===== src/hdl/assert_macros.svh =====
// Assertion helpers, clocked on clk and disabled while arst_n is low.
`ifndef ASSERT_MACROS_SVH
`define ASSERT_MACROS_SVH

`ifndef SYNTH
`define ILS_ASSERT(lbl, prop, msg) \
	lbl: assert property (@(posedge clk) disable iff (!arst_n) (prop)) else $error(msg);
`define ILS_ASSERT_NEXT(lbl, ante, cons, msg) \
	lbl: assert property (@(posedge clk) disable iff (!arst_n) (ante) |=> (cons)) \
		else $error(msg);
`else
`define ILS_ASSERT(lbl, prop, msg)
`define ILS_ASSERT_NEXT(lbl, ante, cons, msg)
`endif

`endif


===== src/hdl/ils_pkg.sv =====
package ils_pkg;

	localparam int DEPTH = 64;
	localparam int WIDTH = 64;
	localparam int AW    = $clog2(DEPTH);
	localparam int CW    = $clog2(DEPTH + 1);

	typedef enum logic [2:0] {
		CMD_PUSH   = 3'd0,
		CMD_POP    = 3'd1,
		CMD_INSERT = 3'd2,
		CMD_ERASE  = 3'd3,
		CMD_RANGE  = 3'd4,
		CMD_RESIZE = 3'd5
	} cmd_t;

	typedef enum logic [1:0] {
		ST_DONE  = 2'd0,
		ST_EMPTY = 2'd1,
		ST_FULL  = 2'd2,
		ST_BAD   = 2'd3
	} status_t;

	typedef struct packed {
		logic             we;
		logic [AW-1:0]    waddr;
		logic [WIDTH-1:0] wdata;
		logic             re;
		logic [AW-1:0]    raddr;
	} ram_req_t;

endpackage


===== src/hdl/ils_ram.sv =====
module ils_ram (
	input  logic                     clk,
	input  ils_pkg::ram_req_t        req,
	output logic [ils_pkg::WIDTH-1:0] rdata
);
	import ils_pkg::*;

	logic [WIDTH-1:0] mem [DEPTH];

	always_ff @(posedge clk) begin
		if (req.we) begin
			mem[req.waddr] <= req.wdata;
		end
	end

	always_ff @(posedge clk) begin
		if (req.re) begin
			rdata <= mem[req.raddr];
		end
	end

endmodule


===== config.mk =====
export PLATFORM = sky130hd
export DESIGN_NAME = ils_ram
export DESIGN_NICKNAME = d
export VERILOG_FILES = /design/src/hdl/assert_macros.svh /design/src/hdl/ils_pkg.sv /design/src/hdl/ils_ram.sv
export SDC_FILE = /design/constraint.sdc
export NUM_CORES = 2
export LEC_CHECK = 0
export ABC_CLOCK_PERIOD_IN_PS = 15100
export BUFFER_PORTS_ARGS = -buffer_cell sky130_fd_sc_hd__clkbuf_2
export CORE_MARGIN = 2
export CORE_UTILIZATION = 41
export CTS_BUF_LIST = sky130_fd_sc_hd__clkbuf_2 sky130_fd_sc_hd__clkbuf_4 sky130_fd_sc_hd__clkbuf_8
export CTS_CLUSTER_SIZE = 16
export DETAILED_ROUTE_END_ITERATION = 7
export PLACE_DENSITY_LB_ADDON = 0.1
export SETUP_SLACK_MARGIN = 0.02
export SLEW_MARGIN = 20
export SYNTH_ARGS = -nofsm -noshare
export SYNTH_HDL_FRONTEND = slang
export SYNTH_SLANG_ARGS = --single-unit

===== constraint.sdc =====
create_clock -name clk -period 15.1 [get_ports clk]
set_input_delay 0.755 -clock clk [delete_from_list [all_inputs] [get_ports clk]]
set_output_delay 0.755 -clock clk [all_outputs]
set_load 0.005 [all_outputs]

* Word-level counts from Yosys, hierarchy flattened
Memories as Yosys holds them, arrays and structs flattened. A register that Yosys moved wholly into a read port is not among the register bits.
Index checks and enable logic that the tools add are counted.
** Word-level totals
- Register bits after elaboration :: 0
- Memory bits (writable) :: 4096
- Memories :: 1
** Operators by class
- Mux-type cells :: 2
** Memories
- mem :: words 64, width 64, rd ports 1, clocked after memory_dff 1, write ports 1, RTL line ils_ram.sv:8 : logic [WIDTH-1:0] mem [DEPTH];
** Operators with widths (count)
- 1-bit two-way mux :: 2

* Logic depth before layout (Yosys ltp)
- Depth in word-level cells :: 2
- Gate-level depth with buffers :: 9
- Mapped depth without buffers :: 5

* Worst setup path after synthesis
No wires, ideal clock.
- Path type :: in2reg
- Start :: input req[74] (netlist bit)
- End :: memory mem[48][0] (enable)
- Data arrival time :: 5627 ps
- Path slack :: 8909 ps
- Cell stages on the path :: 4
- Path through :: clkbuf_1 nor2b_1 nand4b_1 nor3_1
** RTL lines
- start, declared :: RTL line ils_ram.sv:3 : input ils_pkg::ram_req_t req,
- end, declared :: RTL line ils_ram.sv:8
Straight into the memory's write port.

==> flow_metrics.tcl <==
set metrics [dict create \
    clock.fmax_mhz 226 \
    cts_root_buf "clkbuf_8" \
    slew_headroom 0.186 \
    hold_viol 0 \
    comb_power_share 0.047 \
    synth-seq-cells 4160 \
    hp-start "req[70]" \
    cp-start-kind "input port" \
    layout_min_cycle_time_ns 4.43 \
    rows 227 \
    drc 0 \
    wire_per_inst_um 38.4 \
    finalMaxSlewViolations 0 \
    synth_cell_types 32 \
    die_height_um 623 \
    post_cts_buffers 0 \
    holdPathEnd "mem[56][63]$_DFFE_PP_" \
    p_int_mw 18.2 \
    switching_share 0.225 \
    fp.coreArea_um2 382000 \
    clk_latency_ns 1.23 \
    grt_max_degree 108 \
    hpwlAfterDp_um 260000 \
    final_cell_mix "edfxtp_1 (4160), mux4_2 (1024), clkbuf_8 (697)" \
    fin_crit_sh 0.294 \
    setup_tns_ns 0 \
    fin_nets 7390 \
    skew_ns 0.0475 \
    dr.pass1.iters 5 \
    cts-buffers-inserted 689 \
    portBuffers 142 \
    final_area_um2 178000 \
    mostFrequentLayoutCell "edfxtp_1" \
    cts.htree.levels 6 \
    dieArea_um2 388000 \
    clkPwrFrac 0.405 \
    cp-startpoint "req[2]" \
    synth_warnings 0 \
    powerDensity_nw_per_um2 132 \
    path_clk_slew_ns 0.06 \
    grt-ovfl-total 0 \
    p_leak_nw 55.5 \
    regArea_um2 125000 \
    power_frac_seq 0.549 \
    status "completed" \
    drive_above_1_share 0.323 \
    hold_class "input port to flip-flop" \
    worst_pin_slew_ns 1.22 \
    drv_cap 0 \
    p_switching_mw 5.29 \
    syn2layout_area_growth_pct 13.4 \
    rr_worst_depth 5 \
    syn-num-nets 6677 \
    ios 143 \
    die_w_um 623 \
    dr_total_vias 77850 \
    gp_congestion 0.762 \
    grt_pass1_wl_um 674000 \
    avgViaCountPerCell 6.04 \
    grtUsageTotal 0.253 \
    power_mw 23.5 \
    syn_area_um2 157000 \
    setup_viol 0 \
    required_ns 16.02 \
    rsz0062_at_grt "false" \
    critPathArrivalTime_ns 5.35 \
    syn_avg_cell_area_um2 23.8 \
    worstPathMaxFanout 52 \
    cts_tree "built" \
    reg2reg_to "rdata[6]$_DFFE_PP_" \
    hold_path_depth 1 \
    cts_sinks 4160 \
    clock_path_buffers 4 \
    critPathCaptureType "flip-flop" \
    ant_nets 0 \
    finalWirelength_um 496000 \
    drt_iter0_markers 8964 \
    seq_area_frac_synth 0.796 \
    peakVddDrop_uv 89.4 \
    crit-reg2reg-launch "mem[42][6]$_DFFE_PP_" \
    grt_pass1_vias 79595 \
    fillers 31938 \
    netlist_instances 6598 \
    antenna_found_initial 49 \
    initial_utilization 0.411 \
    placed_cell_area_um2 165000 \
    worst-setup-path-type "input port to flip-flop" \
    rrSetupSlack_ns 12.83 \
    multiInputGateArea_um2 30800 \
]
-- layer usage --
| layer | vias up | global-route usage | wire length [um] |
|---|---|---|---|
| met4 | 6 | 0.0577 | 11300 |
| met5 | - | 0 | 44 |
| li1 | 30116 | - | - |
| met2 | 3192 | 0.408 | 239000 |
| met3 | 715 | 0.0452 | 34400 |
| met1 | 43821 | 0.362 | 211000 |
-- how the worst max path moves through the flow --
stage	end	slack, ns	cells past startpoint
3_3_place_gp	rdata[34]$_DFFE_PP_	9.47	8
5_1_grt	rdata[34]$_DFFE_PP_	10.50	8
4_1_cts	rdata[40]$_DFFE_PP_	10.80	10
3_5_place_dp	rdata[40]$_DFFE_PP_	9.46	10
2_1_floorplan	mem[48][0]$_DFFE_PP_	8.91	4
6_report	rdata[40]$_DFFE_PP_	10.67	10
-- power groups by stage --
stage	clock network (mW)	registers (mW)	logic [mW]
2_1_floorplan	0	13.1	0.596
3_5_place_dp	0	13.1	1.11
3_3_place_gp	0	13.1	1.09
4_1_cts	9.69	12.9	1.11
5_1_grt	10.2	12.9	1.17
6_report	9.49	12.9	1.10
-- cell usage after synthesis, drive strengths merged --
| library cell | n | share of area |
|---|---|---|
| nand3b | 2 | 0.000096 |
| nand4b | 1 | 0.000056 |
| mux4 | 1024 | 0.15 |
| clkbuf | 140 | 0.0033 |
| inv | 19 | 0.00045 |
| and3 | 64 | 0.0026 |
| a2bb2oi | 19 | 0.0011 |
| a31o | 1 | 0.000056 |
| nor2b | 28 | 0.0011 |
| nand3 | 45 | 0.0014 |
| o221ai | 38 | 0.0021 |
| nor3 | 2 | 0.000064 |
| o22ai | 83 | 0.0033 |
| a211oi | 63 | 0.0030 |
| nand2b | 11 | 0.00044 |
| buf | 230 | 0.0080 |
| a22oi | 168 | 0.0080 |
| or3 | 29 | 0.0012 |
| a41oi | 26 | 0.0015 |
| nand4 | 2 | 0.000080 |
| a22o | 88 | 0.0049 |
| or3b | 1 | 0.000056 |
| mux2i | 135 | 0.0086 |
| edfxtp | 4160 | 0.80 |
| a31oi | 18 | 0.00072 |
| nor2 | 112 | 0.0027 |
| nand2 | 58 | 0.0014 |
| or2 | 28 | 0.0011 |
| and2 | 3 | 0.00012 |
-- flip-flops by register name, indices dropped and copies added, names as in the netlist --
register / count
rdata: 64
mem: 4096
-- through the flow --
step	hold WS, ns	std cells	utilization	setup WS [ns]
floorplan	0.854	6598	-	8.91
global placement	0.893	11640	0.431	9.47
detailed placement	0.903	11653	0.432	9.46
CTS	0.0381	12868	0.466	10.80
global route	0.0117	12877	0.466	10.50
finish	0.0693	12892	0.467	10.67
-- critical path: stages --
cell and delay (ns):
buf_8 0.30, buf_4 0.59, buf_4 0.70, buf_4 0.80, buf_4 0.80, mux4_2 0.42, mux2i_1 0.26, o22ai_1 0.13
a41oi_1 0.23, a211oi_1 0.09
-- repair_timing --
| action | 4_1_cts | 5_1_grt |
|---|---|---|
| gates resized for setup | 0 | 0 |
| endpoints found under the hold margin | 15 | 16 |
| hold buffers | 1 | 1 |
-- cells by family (layout without fill, tap and decap cells) --
| logic type | after synthesis | after routing | share of synthesized area |
|---|---|---|---|
| flip-flops | 4160 | 4160 | 0.796 |
| buffers and inverters | 389 | 1625 | 0.0118 |
| AO/OA/AOI/OAI | 504 | 504 | 0.0247 |
| multiplexers | 1159 | 1159 | 0.156 |
| AND/OR/NAND/NOR | 386 | 386 | 0.0123 |
| other | 0 | 20 | 0 |
-- cell type report --
type | instances | area share
clock buffers | 925 | 0.0635
diodes | 20 | 0.000281
flip-flops and latches | 4160 | 0.701
clock inverters | 289 | 0.00890
inverters | 19 | 0.000400
multi-input cells | 2049 | 0.173
well taps | 5038 | 0.0354
repair buffers | 392 | 0.0172
(Power assumes the default switching activity.)
